$ cat src/hw/rtl/cst_pkg.sv
// shared types, field widths and codes for the counting semaphore table
`timescale 1ns / 1ps
package cst_pkg;

	localparam int SEM_SLOTS_DEF  = 16;
	localparam int WAIT_NODES_DEF = 32;

	localparam int MODE_W   = 3;
	localparam int ID_W     = 32;
	localparam int COUNT_W  = 16;
	localparam int TICK_W   = 32;
	localparam int TASK_W   = 6;
	localparam int STATUS_W = 3;
	localparam int IDX_MAX_W = 8;

	localparam int IN_W  = 144;
	localparam int OUT_W = 96;

	localparam logic [MODE_W-1:0] MODE_CREATE = 3'd0;
	localparam logic [MODE_W-1:0] MODE_DELETE = 3'd1;
	localparam logic [MODE_W-1:0] MODE_TAKE   = 3'd2;
	localparam logic [MODE_W-1:0] MODE_GIVE   = 3'd3;
	localparam logic [MODE_W-1:0] MODE_QUERY  = 3'd4;

	localparam logic [STATUS_W-1:0] ST_OK          = 3'd0;
	localparam logic [STATUS_W-1:0] ST_UNAVAILABLE = 3'd1;
	localparam logic [STATUS_W-1:0] ST_INVALID     = 3'd2;
	localparam logic [STATUS_W-1:0] ST_NO_SLOT     = 3'd3;
	localparam logic [STATUS_W-1:0] ST_ISR         = 3'd4;
	localparam logic [STATUS_W-1:0] ST_TIMEOUT     = 3'd5;
	localparam logic [STATUS_W-1:0] ST_FULL        = 3'd6;
	localparam logic [STATUS_W-1:0] ST_BLOCKED     = 3'd7;

	typedef enum logic [2:0] {
		S_IDLE,
		S_LOOKUP,
		S_SLOT,
		S_NODE,
		S_LINK,
		S_OUT
	} state_t;

	typedef struct packed {
		logic [MODE_W-1:0]  mode;
		logic [ID_W-1:0]    sem_id;
		logic [COUNT_W-1:0] init_cnt;
		logic [COUNT_W-1:0] limit_cnt;
		logic [TICK_W-1:0]  wait_ticks;
		logic [TICK_W-1:0]  now_tick;
		logic [TASK_W-1:0]  task_id;
		logic               in_isr;
	} req_t;

	typedef struct packed {
		logic [STATUS_W-1:0] status;
		logic [ID_W-1:0]     new_id;
		logic [COUNT_W-1:0]  count_now;
		logic                woken_valid;
		logic [TASK_W-1:0]   woken_task;
		logic [TICK_W-1:0]   wake_deadline;
	} res_t;

	typedef struct packed {
		logic                 found;
		logic [IDX_MAX_W-1:0] slot;
		logic                 free_found;
		logic [IDX_MAX_W-1:0] free_slot;
	} lookup_t;

	typedef struct packed {
		logic                 we;
		logic [IDX_MAX_W-1:0] slot;
		logic [ID_W-1:0]      value;
	} ident_wr_t;

endpackage

$ cat src/hw/rtl/counting_semaphore_table.sv
// counting semaphore table top level: request sequencer, slot and wait node memories
// create and a request refused at lookup go from lookup straight to the output state; a found
// query, delete, take or give reads its slot, then a give that wakes a task walks one wait node,
// a delete walks every waiting node in turn, a take joining a non-empty queue writes the tail
// link, and all then reach the output state; only one request is in flight at a time, and a
// result still held in the output register stalls the acceptance of the next request
// reset clears identifiers, free node map, counter and control; ram contents need no clearing
`timescale 1ns / 1ps
module counting_semaphore_table #(
	parameter int SEM_SLOTS  = cst_pkg::SEM_SLOTS_DEF,
	parameter int WAIT_NODES = cst_pkg::WAIT_NODES_DEF
) (
	input  logic                      clk,
	input  logic                      arst_n,
	input  logic                      s_tvalid,
	output logic                      s_tready,
	// mode, sem_id, init_cnt, limit_cnt, wait_ticks, now_tick, task_id, in_isr
	input  logic [cst_pkg::IN_W-1:0]  s_tdata,
	output logic                      m_tvalid,
	input  logic                      m_tready,
	// status, new_id, count_now, woken_valid, woken_task, wake_deadline
	output logic [cst_pkg::OUT_W-1:0] m_tdata,
	input  logic                      cfg_we,
	input  logic                      cfg_wdata
);
	localparam int SW = SEM_SLOTS > 1 ? $clog2(SEM_SLOTS) : 1;
	localparam int NW = WAIT_NODES > 1 ? $clog2(WAIT_NODES) : 1;
	localparam int CW = cst_pkg::COUNT_W;
	localparam int REC_W = 2 * CW + 2 * NW + 1;

	cst_pkg::state_t  state_q, state_d;
	cst_pkg::req_t    req_q;
	cst_pkg::res_t    res_q, res_d;
	cst_pkg::lookup_t lk;
	cst_pkg::ident_wr_t ident_wr;

	logic                     kready_q;
	logic [cst_pkg::ID_W-1:0] ctr_q, ctr_inc, ctr_next;
	logic                     ctr_load;
	logic [WAIT_NODES-1:0]    free_q;
	logic                     free_any;
	logic [NW-1:0]            free_first;
	logic                     free_set, free_clr;
	logic [NW-1:0]            free_idx;

	logic [SW-1:0]   slot_q;
	logic [NW-1:0]   node_ptr_q, node_ptr_d;
	logic [NW-1:0]   tail_q, tail_d;
	logic [NW-1:0]   newn_q, newn_d;
	logic [REC_W-1:0] rec_q, rec_d;

	logic             slot_we;
	logic [SW-1:0]    slot_waddr;
	logic [REC_W-1:0] slot_wdata, slot_rdata;
	logic             link_we;
	logic [NW-1:0]    link_waddr, node_raddr;
	logic [NW:0]      link_wdata, link_rdata;
	logic             task_we;
	logic [cst_pkg::TASK_W-1:0] task_rdata;

	logic go_slot, go_node, go_link, node_more;

	logic [CW-1:0] r_count, r_limit;
	logic [NW-1:0] r_head, r_tail;
	logic          r_qv;
	logic [CW-1:0] q_count;
	logic [NW-1:0] q_head, q_tail;

	logic [cst_pkg::OUT_W-1:0] m_tdata_q;
	logic                      m_tvalid_q;

	assign s_tready = (state_q == cst_pkg::S_IDLE);
	assign m_tvalid = m_tvalid_q;
	assign m_tdata  = m_tdata_q;

	assign r_count = slot_rdata[CW-1:0];
	assign r_limit = slot_rdata[2*CW-1:CW];
	assign r_head  = slot_rdata[2*CW+NW-1:2*CW];
	assign r_tail  = slot_rdata[2*CW+2*NW-1:2*CW+NW];
	assign r_qv    = slot_rdata[REC_W-1];
	assign q_count = rec_q[CW-1:0];
	assign q_head  = rec_q[2*CW+NW-1:2*CW];
	assign q_tail  = rec_q[2*CW+2*NW-1:2*CW+NW];

	assign ctr_inc  = ctr_q + 1'b1;
	assign ctr_next = (ctr_inc == '0) ? cst_pkg::ID_W'(1) : ctr_inc;

	always_comb begin
		free_any   = 1'b0;
		free_first = '0;
		for (int i = WAIT_NODES - 1; i >= 0; i--) begin
			if (free_q[i]) begin
				free_any   = 1'b1;
				free_first = NW'(i);
			end
		end
	end

	cst_lookup #(.SEM_SLOTS(SEM_SLOTS)) u_lookup (
		.clk    (clk),
		.arst_n (arst_n),
		.sem_id (req_q.sem_id),
		.wr     (ident_wr),
		.lk     (lk)
	);

	cst_ram #(.WIDTH(REC_W), .DEPTH(SEM_SLOTS)) u_slot_ram (
		.clk   (clk),
		.we    (slot_we),
		.waddr (slot_waddr),
		.wdata (slot_wdata),
		.raddr (lk.slot[SW-1:0]),
		.rdata (slot_rdata)
	);

	cst_ram #(.WIDTH(NW + 1), .DEPTH(WAIT_NODES)) u_link_ram (
		.clk   (clk),
		.we    (link_we),
		.waddr (link_waddr),
		.wdata (link_wdata),
		.raddr (node_raddr),
		.rdata (link_rdata)
	);

	cst_ram #(.WIDTH(cst_pkg::TASK_W), .DEPTH(WAIT_NODES)) u_task_ram (
		.clk   (clk),
		.we    (task_we),
		.waddr (free_first),
		.wdata (req_q.task_id),
		.raddr (node_raddr),
		.rdata (task_rdata)
	);

	// request datapath and memory control
	always_comb begin
		res_d      = res_q;
		ident_wr   = '0;
		ctr_load   = 1'b0;
		free_set   = 1'b0;
		free_clr   = 1'b0;
		free_idx   = node_ptr_q;
		slot_we    = 1'b0;
		slot_waddr = slot_q;
		slot_wdata = '0;
		link_we    = 1'b0;
		link_waddr = free_first;
		link_wdata = '0;
		task_we    = 1'b0;
		node_raddr = node_ptr_q;
		node_ptr_d = node_ptr_q;
		tail_d     = tail_q;
		newn_d     = newn_q;
		rec_d      = rec_q;
		go_slot    = 1'b0;
		go_node    = 1'b0;
		go_link    = 1'b0;
		node_more  = 1'b0;
		case (state_q)
			cst_pkg::S_LOOKUP: begin
				res_d = '0;
				case (req_q.mode)
					cst_pkg::MODE_CREATE: begin
						if (!kready_q) begin
							res_d.status = cst_pkg::ST_UNAVAILABLE;
						end else if (req_q.init_cnt > req_q.limit_cnt) begin
							res_d.status = cst_pkg::ST_INVALID;
						end else if (!lk.free_found) begin
							res_d.status = cst_pkg::ST_NO_SLOT;
						end else begin
							ident_wr.we    = 1'b1;
							ident_wr.slot  = lk.free_slot;
							ident_wr.value = ctr_next;
							ctr_load       = 1'b1;
							slot_we        = 1'b1;
							slot_waddr     = lk.free_slot[SW-1:0];
							slot_wdata     = {1'b0, {(2*NW){1'b0}}, req_q.limit_cnt,
								req_q.init_cnt};
							res_d.new_id    = ctr_next;
							res_d.count_now = req_q.init_cnt;
						end
					end
					cst_pkg::MODE_DELETE, cst_pkg::MODE_GIVE, cst_pkg::MODE_QUERY: begin
						if (!lk.found) begin
							res_d.status = cst_pkg::ST_UNAVAILABLE;
						end else begin
							go_slot = 1'b1;
						end
					end
					cst_pkg::MODE_TAKE: begin
						if (req_q.in_isr) begin
							res_d.status = cst_pkg::ST_ISR;
						end else if (!lk.found) begin
							res_d.status = cst_pkg::ST_UNAVAILABLE;
						end else begin
							go_slot = 1'b1;
						end
					end
					default: begin
						res_d.status = cst_pkg::ST_INVALID;
					end
				endcase
			end
			cst_pkg::S_SLOT: begin
				case (req_q.mode)
					cst_pkg::MODE_QUERY: begin
						res_d.count_now = r_count;
					end
					cst_pkg::MODE_DELETE: begin
						ident_wr.we   = 1'b1;
						ident_wr.slot = cst_pkg::IDX_MAX_W'(slot_q);
						slot_we       = 1'b1;
						if (r_qv) begin
							node_raddr = r_head;
							node_ptr_d = r_head;
							go_node    = 1'b1;
						end
					end
					cst_pkg::MODE_TAKE: begin
						if (r_count != '0) begin
							slot_we         = 1'b1;
							slot_wdata      = {slot_rdata[REC_W-1:CW], r_count - 1'b1};
							res_d.count_now = r_count - 1'b1;
						end else if (req_q.wait_ticks == '0) begin
							res_d.status = cst_pkg::ST_TIMEOUT;
						end else if (req_q.task_id == '0) begin
							res_d.status = cst_pkg::ST_UNAVAILABLE;
						end else begin
							res_d.status        = cst_pkg::ST_BLOCKED;
							res_d.wake_deadline = req_q.now_tick + req_q.wait_ticks;
							if (free_any) begin
								free_clr   = 1'b1;
								free_idx   = free_first;
								task_we    = 1'b1;
								link_we    = 1'b1;
								slot_we    = 1'b1;
								slot_wdata = {1'b1, free_first, r_qv ? r_head : free_first,
									r_limit, r_count};
								tail_d     = r_tail;
								newn_d     = free_first;
								go_link    = r_qv;
							end
						end
					end
					cst_pkg::MODE_GIVE: begin
						if (r_count >= r_limit) begin
							res_d.status    = cst_pkg::ST_FULL;
							res_d.count_now = r_count;
						end else begin
							res_d.count_now = r_count + 1'b1;
							rec_d = {slot_rdata[REC_W-1:CW], r_count + 1'b1};
							if (r_qv) begin
								node_raddr = r_head;
								node_ptr_d = r_head;
								go_node    = 1'b1;
							end else begin
								slot_we    = 1'b1;
								slot_wdata = {slot_rdata[REC_W-1:CW], r_count + 1'b1};
							end
						end
					end
					default: begin
						res_d.status = cst_pkg::ST_INVALID;
					end
				endcase
			end
			cst_pkg::S_NODE: begin
				free_set = 1'b1;
				if (req_q.mode == cst_pkg::MODE_GIVE) begin
					res_d.woken_valid = 1'b1;
					res_d.woken_task  = task_rdata;
					slot_we           = 1'b1;
					if (link_rdata[NW]) begin
						slot_wdata = {1'b1, q_tail, link_rdata[NW-1:0], rec_q[2*CW-1:CW],
							q_count};
					end else begin
						slot_wdata = {1'b0, q_tail, q_head, rec_q[2*CW-1:CW], q_count};
					end
				end else if (link_rdata[NW]) begin
					node_raddr = link_rdata[NW-1:0];
					node_ptr_d = link_rdata[NW-1:0];
					node_more  = 1'b1;
				end
			end
			cst_pkg::S_LINK: begin
				link_we    = 1'b1;
				link_waddr = tail_q;
				link_wdata = {1'b1, newn_q};
			end
			default: begin
			end
		endcase
	end

	// next state
	always_comb begin
		state_d = state_q;
		case (state_q)
			cst_pkg::S_IDLE: begin
				if (s_tvalid) begin
					state_d = cst_pkg::S_LOOKUP;
				end
			end
			cst_pkg::S_LOOKUP: begin
				state_d = go_slot ? cst_pkg::S_SLOT : cst_pkg::S_OUT;
			end
			cst_pkg::S_SLOT: begin
				if (go_node) begin
					state_d = cst_pkg::S_NODE;
				end else if (go_link) begin
					state_d = cst_pkg::S_LINK;
				end else begin
					state_d = cst_pkg::S_OUT;
				end
			end
			cst_pkg::S_NODE: begin
				state_d = node_more ? cst_pkg::S_NODE : cst_pkg::S_OUT;
			end
			cst_pkg::S_LINK: begin
				state_d = cst_pkg::S_OUT;
			end
			cst_pkg::S_OUT: begin
				if (!m_tvalid_q || m_tready) begin
					state_d = cst_pkg::S_IDLE;
				end
			end
			default: begin
				state_d = cst_pkg::S_IDLE;
			end
		endcase
	end

	always_ff @(posedge clk or negedge arst_n) begin
		if (!arst_n) begin
			state_q    <= cst_pkg::S_IDLE;
			kready_q   <= 1'b0;
			ctr_q      <= '0;
			free_q     <= '1;
			m_tvalid_q <= 1'b0;
		end else begin
			state_q <= state_d;
			if (cfg_we) begin
				kready_q <= cfg_wdata;
			end
			if (ctr_load) begin
				ctr_q <= ctr_next;
			end
			if (free_set) begin
				free_q[free_idx] <= 1'b1;
			end else if (free_clr) begin
				free_q[free_idx] <= 1'b0;
			end
			if (state_q == cst_pkg::S_OUT && (!m_tvalid_q || m_tready)) begin
				m_tvalid_q <= 1'b1;
			end else if (m_tready) begin
				m_tvalid_q <= 1'b0;
			end
		end
	end

	always_ff @(posedge clk) begin
		if (s_tvalid && s_tready) begin
			req_q.mode       <= s_tdata[2:0];
			req_q.sem_id     <= s_tdata[34:3];
			req_q.init_cnt   <= s_tdata[50:35];
			req_q.limit_cnt  <= s_tdata[66:51];
			req_q.wait_ticks <= s_tdata[98:67];
			req_q.now_tick   <= s_tdata[130:99];
			req_q.task_id    <= s_tdata[136:131];
			req_q.in_isr     <= s_tdata[137];
		end
		if (state_q == cst_pkg::S_LOOKUP) begin
			slot_q <= lk.slot[SW-1:0];
		end
		res_q      <= res_d;
		rec_q      <= rec_d;
		node_ptr_q <= node_ptr_d;
		tail_q     <= tail_d;
		newn_q     <= newn_d;
		if (state_q == cst_pkg::S_OUT && (!m_tvalid_q || m_tready)) begin
			m_tdata_q <= {6'd0, res_q.wake_deadline, res_q.woken_task, res_q.woken_valid,
				res_q.count_now, res_q.new_id, res_q.status};
		end
	end

	a_node_mode: assert property (@(posedge clk) disable iff (!arst_n)
		state_q == cst_pkg::S_NODE |->
			req_q.mode == cst_pkg::MODE_GIVE || req_q.mode == cst_pkg::MODE_DELETE)
		else $error("node walk outside give or delete");

	a_link_after_slot: assert property (@(posedge clk) disable iff (!arst_n)
		state_q == cst_pkg::S_LINK |-> $past(state_q) == cst_pkg::S_SLOT)
		else $error("tail link write out of order");

	a_node_in_use: assert property (@(posedge clk) disable iff (!arst_n)
		state_q == cst_pkg::S_NODE |-> !free_q[node_ptr_q])
		else $error("walked node already free");

	a_accept_lookup: assert property (@(posedge clk) disable iff (!arst_n)
		s_tvalid && s_tready |=> state_q == cst_pkg::S_LOOKUP)
		else $error("request not looked up");

	a_alloc_free: assert property (@(posedge clk) disable iff (!arst_n)
		free_clr |-> free_q[free_idx] && !free_set)
		else $error("allocated node not free");
endmodule

$ cat src/hw/rtl/cst_ram.sv
// generic single write port ram with registered read
`timescale 1ns / 1ps
module cst_ram #(
	parameter int WIDTH = 8,
	parameter int DEPTH = 16
) (
	input  logic                                   clk,
	input  logic                                   we,
	input  logic [(DEPTH > 1 ? $clog2(DEPTH) : 1)-1:0] waddr,
	input  logic [WIDTH-1:0]                       wdata,
	input  logic [(DEPTH > 1 ? $clog2(DEPTH) : 1)-1:0] raddr,
	output logic [WIDTH-1:0]                       rdata
);
	logic [WIDTH-1:0] mem [DEPTH];

	always_ff @(posedge clk) begin
		if (we) begin
			mem[waddr] <= wdata;
		end
		rdata <= mem[raddr];
	end
endmodule

$ cat src/hw/rtl/cst_lookup.sv
// identifier registers with match and free slot search
`timescale 1ns / 1ps
module cst_lookup #(
	parameter int SEM_SLOTS = cst_pkg::SEM_SLOTS_DEF
) (
	input  logic                    clk,
	input  logic                    arst_n,
	input  logic [cst_pkg::ID_W-1:0] sem_id,
	input  cst_pkg::ident_wr_t      wr,
	output cst_pkg::lookup_t        lk
);
	localparam int SW = SEM_SLOTS > 1 ? $clog2(SEM_SLOTS) : 1;

	logic [cst_pkg::ID_W-1:0] ident_q [SEM_SLOTS];

	always_ff @(posedge clk or negedge arst_n) begin
		if (!arst_n) begin
			for (int i = 0; i < SEM_SLOTS; i++) begin
				ident_q[i] <= '0;
			end
		end else if (wr.we) begin
			ident_q[wr.slot[SW-1:0]] <= wr.value;
		end
	end

	always_comb begin
		lk = '0;
		for (int i = SEM_SLOTS - 1; i >= 0; i--) begin
			if (sem_id != '0 && ident_q[i] == sem_id) begin
				lk.found = 1'b1;
				lk.slot  = cst_pkg::IDX_MAX_W'(i);
			end
			if (ident_q[i] == '0) begin
				lk.free_found = 1'b1;
				lk.free_slot  = cst_pkg::IDX_MAX_W'(i);
			end
		end
	end
endmodule
$ cat config.mk
export PLATFORM = sky130hd
export DESIGN_NAME = counting_semaphore_table
export DESIGN_NICKNAME = d
export VERILOG_FILES = /design/src/hw/rtl/cst_pkg.sv /design/src/hw/rtl/counting_semaphore_table.sv /design/src/hw/rtl/cst_ram.sv /design/src/hw/rtl/cst_lookup.sv
export SDC_FILE = /design/constraint.sdc
export NUM_CORES = 2
export LEC_CHECK = 0
export BUFFER_PORTS_ARGS = -buffer_cell sky130_fd_sc_hd__buf_2
export CAP_MARGIN = 20
export CORE_MARGIN = 2
export CORE_UTILIZATION = 55
export DETAILED_ROUTE_END_ITERATION = 8
export PLACE_DENSITY = 0.74
export SYNTH_ARGS = -nofsm -noshare
export SYNTH_HDL_FRONTEND = slang
export SYNTH_SLANG_ARGS = --single-unit
export TNS_END_PERCENT = 100
$ cat constraint.sdc
create_clock -name clk -period 5.8 [get_ports clk]
set_clock_uncertainty 0.15 [all_clocks]
set_input_delay 0.58 -clock clk [delete_from_list [all_inputs] [get_ports clk]]
set_output_delay 0.58 -clock clk [all_outputs]
set_load 0.02 [all_outputs]
==> tab_implementation.tex <==
\begin{tabular}{lr}
\hline
Metric & Value \\
\hline
\multicolumn{2}{l}{\textbf{Worst setup path}} \\
\quad WP buf/inv & 3 \\
\quad Critical path start-end classification & reg2reg \\
\quad Critical Path Sink Type & register \\
\quad Logic depth of the worst register-to-register path & 14 \\
\quad Startpoint Class & register \\
\quad Cell family with the largest share of critical-path delay & simple AND/OR/NAND/NOR gates \\
\quad Top cell by count, worst path & sky130\_fd\_sc\_hd\_\_nand2\_1 \\
\quad Slowest cell on the critical path & sky130\_fd\_sc\_hd\_\_nor3\_1 \\
\quad Arrival time at the worst endpoint & about 5.7 ns \\
\quad FF-to-FF setup slack & $\sim$0.46 ns \\
\quad Required @ worst endpoint & 6.12 ns \\
\quad Launching point of the worst reg2reg path & u\_slot\_ram.rdata[0] \\
\quad Max FO, Critical Path & 16 \\
\quad Maximum single-stage delay on the critical path & approximately 0.50 ns \\
\quad Endpoint of the lowest-slack register-to-register path & u\_link\_ram.mem[18][3] \\
\quad Chain of cells forming the critical path & inv\_1 -> ha\_1 -> nand2\_1 -> or3\_1 -> or3\_1 -> nor3\_1 -> and2\_1 -> nand2\_1 -> inv\_1 -> buf\_4 -> nand2b\_1 -> o21ai\_0 -> nand2\_1 -> nor2\_1 \\
\multicolumn{2}{l}{\textbf{Synthesis}} \\
\quad Synth Instances & 6,945 \\
\quad Number of storage elements in the synthesis netlist & about 2,100 \\
\quad Cell accounting for the most synthesized area & sky130\_fd\_sc\_hd\_\_edfxtp\_1 \\
\quad Most frequently used flop master after synthesis & sky130\_fd\_sc\_hd\_\_edfxtp\_1 \\
\quad Number of synthesized flops with an enable pin & approximately 1,400 \\
\quad Mean area per synthesized cell & roughly 13 µm² \\
\quad Share of synthesized flip-flops with an asynchronous set or reset & between 20 and 30\% \\
\quad Top cell type's share of synthesized area & 47.5\% \\
\quad Most used standard cell by instance count after synthesis & sky130\_fd\_sc\_hd\_\_edfxtp\_1 \\
\quad Count of synthesis-stage warnings from yosys & 0 \\
\quad Synthesized area & between 0.09 and 0.1 mm² \\
\quad Synthesized-area fraction occupied by and/or/nand/nor cells & about a tenth \\
\quad XOR/XNOR Fraction of Synth Area & approximately 5.7\% \\
\quad Synth cell types & between 80 and 90 \\
\quad Leading post-synthesis cells by cell area & sky130\_fd\_sc\_hd\_\_edfxtp\_1 47\%, sky130\_fd\_sc\_hd\_\_dfrtp\_1 15\%, sky130\_fd\_sc\_hd\_\_mux2i\_1 7.3\% \\
\quad Seq/Total Area, Yosys & 64.7\% \\
\quad Largest family of logic cells by synthesized area & multiplexers \\
\quad Synthesized-area fraction occupied by ao, oa, aoi and oai cells & around 5.0\% \\
\quad Portion of netlist area occupied by mux cells & $\sim$11\% \\
\quad Synth cell count leaders & 1,446 x sky130\_fd\_sc\_hd\_\_edfxtp\_1, 778 x sky130\_fd\_sc\_hd\_\_nand2\_1, 670 x sky130\_fd\_sc\_hd\_\_mux2i\_1 \\
\quad Synthesized-area fraction occupied by adder cells & less than 1\% \\
\multicolumn{2}{l}{\textbf{Detailed routing}} \\
\quad Count of unresolved DRC violations after routing & 0 \\
\quad Post-DR wirelength/cell & around 27 µm \\
\quad Total vias in the final route & 60,900 \\
\quad Initial drt markers & $\sim$7,800 \\
\quad Total detailed-routing wirelength & between 200,000 and 300,000 µm \\
\quad DR vias/cell & just over 6 \\
\quad Antenna viol nets, final & 0 \\
\quad Iteration count of the initial detailed-routing pass & 9 \\
\multicolumn{2}{l}{\textbf{Die}} \\
\quad Die Y & 412 µm \\
\quad Core area & around 0.17 mm² \\
\quad DIE AREA & between 0.15 and 0.2 mm² \\
\quad Number of placed I/O pins & about 250 \\
\quad Placement row count & between 100 and 150 \\
\quad Initial Utilization & 55.4\% \\
\quad Chip Width & about 400 µm \\
\multicolumn{2}{l}{\textbf{CTS}} \\
\quad Clock root buffer & sky130\_fd\_sc\_hd\_\_clkbuf\_16 \\
\quad CTS tree & yes \\
\quad Total clock sinks & roughly 2,100 \\
\quad CTS Buffer Depth & 3 \\
\quad Post-CTS Repair Setup Buffers & 0 \\
\quad CTS H-Tree Depth & 4 \\
\quad Register clock-pin slew on the reported worst setup and hold paths & roughly 0.07 ns \\
\quad Clock insertion delay at the later pin of the skew report & about 0.9 ns \\
\quad Total clock buffers created by CTS & between 200 and 250 \\
\multicolumn{2}{l}{\textbf{Timing}} \\
\quad Highest attainable clock frequency & around 190 MHz \\
\quad Actual transition at the worst max-transition pin & approximately 1.3 ns \\
\quad Final setup violation count & 0 \\
\quad Post-layout worst setup margin & approximately 0.46 ns \\
\quad Setup repair after global routing missed its margin & no \\
\quad Max-slew headroom & about 14\% \\
\quad Tcrit/Tclk final & 92.1\% \\
\quad Hold Violations, Final & 0 \\
\quad Shortest clock period the worst path allows after layout & between 5 and 6 ns \\
\quad Worst Hold Margin & roughly 0.16 ns \\
\quad Total count of max-transition violations in the final report & 0 \\
\quad Setup total negative slack & 0 ns \\
\multicolumn{2}{l}{\textbf{Placement}} \\
\quad DP Worst Slack & $\sim$0.67 ns \\
\quad Port Buffer Count & 235 \\
\quad Placer's final routability congestion estimate & 0.998 \\
\quad DP HPWL & about 170,000 µm \\
\multicolumn{2}{l}{\textbf{Global routing}} \\
\quad Combined global-route utilization of all metal layers & 31.2\% \\
\quad Largest net degree at the start of global routing & approximately 150 \\
\quad Number of antenna violations at the first check in global routing & 10 \\
\quad Wire length of the first global-routing pass & about 390,000 µm \\
\quad Number of global-route vias before repair & between 50,000 and 60,000 \\
\quad Total gr overflow & 0 \\
\multicolumn{2}{l}{\textbf{Power and ir drop}} \\
\quad Leakage dissipation & between 40 and 50 nW \\
\quad Maximum vdd ir drop & $\sim$0.00033 V \\
\quad Power per Cell Area & approximately 330 mW/mm² \\
\quad Post-route total power & between 30 and 40 mW \\
\multicolumn{2}{l}{\textbf{Final layout}} \\
\quad Area added between synthesis and finish & 14.9\% \\
\quad Utilization after layout & 63.6\% \\
\quad Proportion of layout cells with a drive suffix above 1 & between 10\% and 20\% \\
\quad Final net count & 7,633 \\
\multicolumn{2}{l}{\textbf{Min path}} \\
\quad Worst hold path depth & 3 \\
\quad Worst Min Path Start & m\_tready \\
\quad Worst min-delay path endpoint & m\_tvalid \\
\quad Worst hold path class & in2reg \\
\multicolumn{2}{l}{\textbf{Outcome}} \\
\quad Outcome & completed \\
\multicolumn{2}{l}{\textbf{Job}} \\
\quad MaxCap Viol Count & 0 \\
\hline
\end{tabular}
==> per-layer routing <==
layer | GRT usage [%] | wire, µm | vias to the layer above | part of all wire [%]
li1 | - | - | 26500 | -
met5 | 0 | 25 | - | 0.0093
met3 | 6.92 | 27300 | 719 | 10
met2 | 48.1 | 123000 | 3374 | 46
met1 | 42.6 | 105000 | 30300 | 39
met4 | 14.2 | 13300 | 4 | 5.0
==> cell usage in the layout, fill, tap and decap left out, drive strengths merged, types with 22 or more instances in the layout <==
cell type,n
xor2,363
a21o,22
a21oi,170
nand2,778
dfstp,32
inv,106
dlygate4sd3,142
nor4,263
nand4,122
dfrtp,549
xnor2,237
nor3,87
or3,27
mux2,294
dfxtp,60
nor2,288
mux2i,670
and3,39
or2,36
nand2b,27
o21ai,364
a22oi,33
ha,66
clkbuf,273
buf,521
nand3,226
clkinv,82
edfxtp,1446
==> worst register-to-register path, delay by kind of cell, from the launching register on <==
kind            cells  cell delay [ns]
buf+inv             3             0.86
compound gates      1             0.27
simple gates        9             2.95
fa+ha+maj           1             0.31
flops               1             0.36
==> what timing repair did <==
action                    in CTS  in global routing
hold buffers                 142                  0
hold endpoints to repair     212                  0
gates resized for setup        0                  0
==> kinds of logic (layout without fill, tap and decap cells) <==
| kind of cell | Yosys count | count (layout) |
|---|---|---|
| mux | 964 | 964 |
| other cells | 1 | 11 |
| fa+ha+maj | 67 | 67 |
| simple gates | 1952 | 1952 |
| xor+xnor | 600 | 600 |
| flops | 2087 | 2087 |
| compound gates | 768 | 768 |
| buf+inv | 506 | 1157 |
==> layout make-up <==
class,count,area [µm²]
clock buffer,273,5700
timing repair buffer,663,5280
multi-input combinational,4357,30400
inverter,99,374
clock inverter,122,1420
fill,12000,60100
antenna,5,12.5
tap,2189,2740
sequential,2087,59200
==> state kept, by name, summed over array words and instances, names as in the netlist, 3 cells and up, named ones only <==
signal,cells
u_slot_ram.mem,688
u_lookup.ident_q,512
u_link_ram.mem,192
u_task_ram.mem,192
tail_q,5
node_ptr_q,5
req_q,138
res_q,90
m_tdata,90
u_link_ram.rdata,6
newn_q,5
rec_q,42
slot_q,4
ctr_q,32
u_task_ram.rdata,6
state_q,3
u_slot_ram.rdata,43
==> power by group <==
part	total (mW)	leakage [nW]	switching, mW	internal (mW)
registers	17.8	20.3	0.679	17.1
clock network	13.9	3.46	5.95	7.93
logic	3.54	16.5	2.48	1.06
total	35.2	40.3	9.11	26.1
==> through the flow <==
stage | cell area [µm²] | cells
finish | 105000 | 9795
global route | 105000 | 9793
CTS | 105000 | 9788
detailed placement | 96500 | 9251
global placement | 96300 | 9243
floorplan | 91500 | 6950
==> worst max-delay path by stage <==
stage                             start                     to  slack, ns  depth (start not counted)
detailed placement  u_slot_ram.rdata[6]  u_slot_ram.mem[3][34]       0.67                         13
global route                 req_q[115]   u_slot_ram.rdata[42]       0.30                         15
global placement    u_slot_ram.rdata[6]  u_slot_ram.mem[3][14]       0.68                         13
floorplan                    state_q[0]             m_tdata[0]       0.25                          4
CTS                 u_slot_ram.rdata[6]  u_slot_ram.mem[3][36]       0.60                         13
finish              u_slot_ram.rdata[0]  u_link_ram.mem[18][3]       0.46                         14
(Power assumes the default switching activity.)
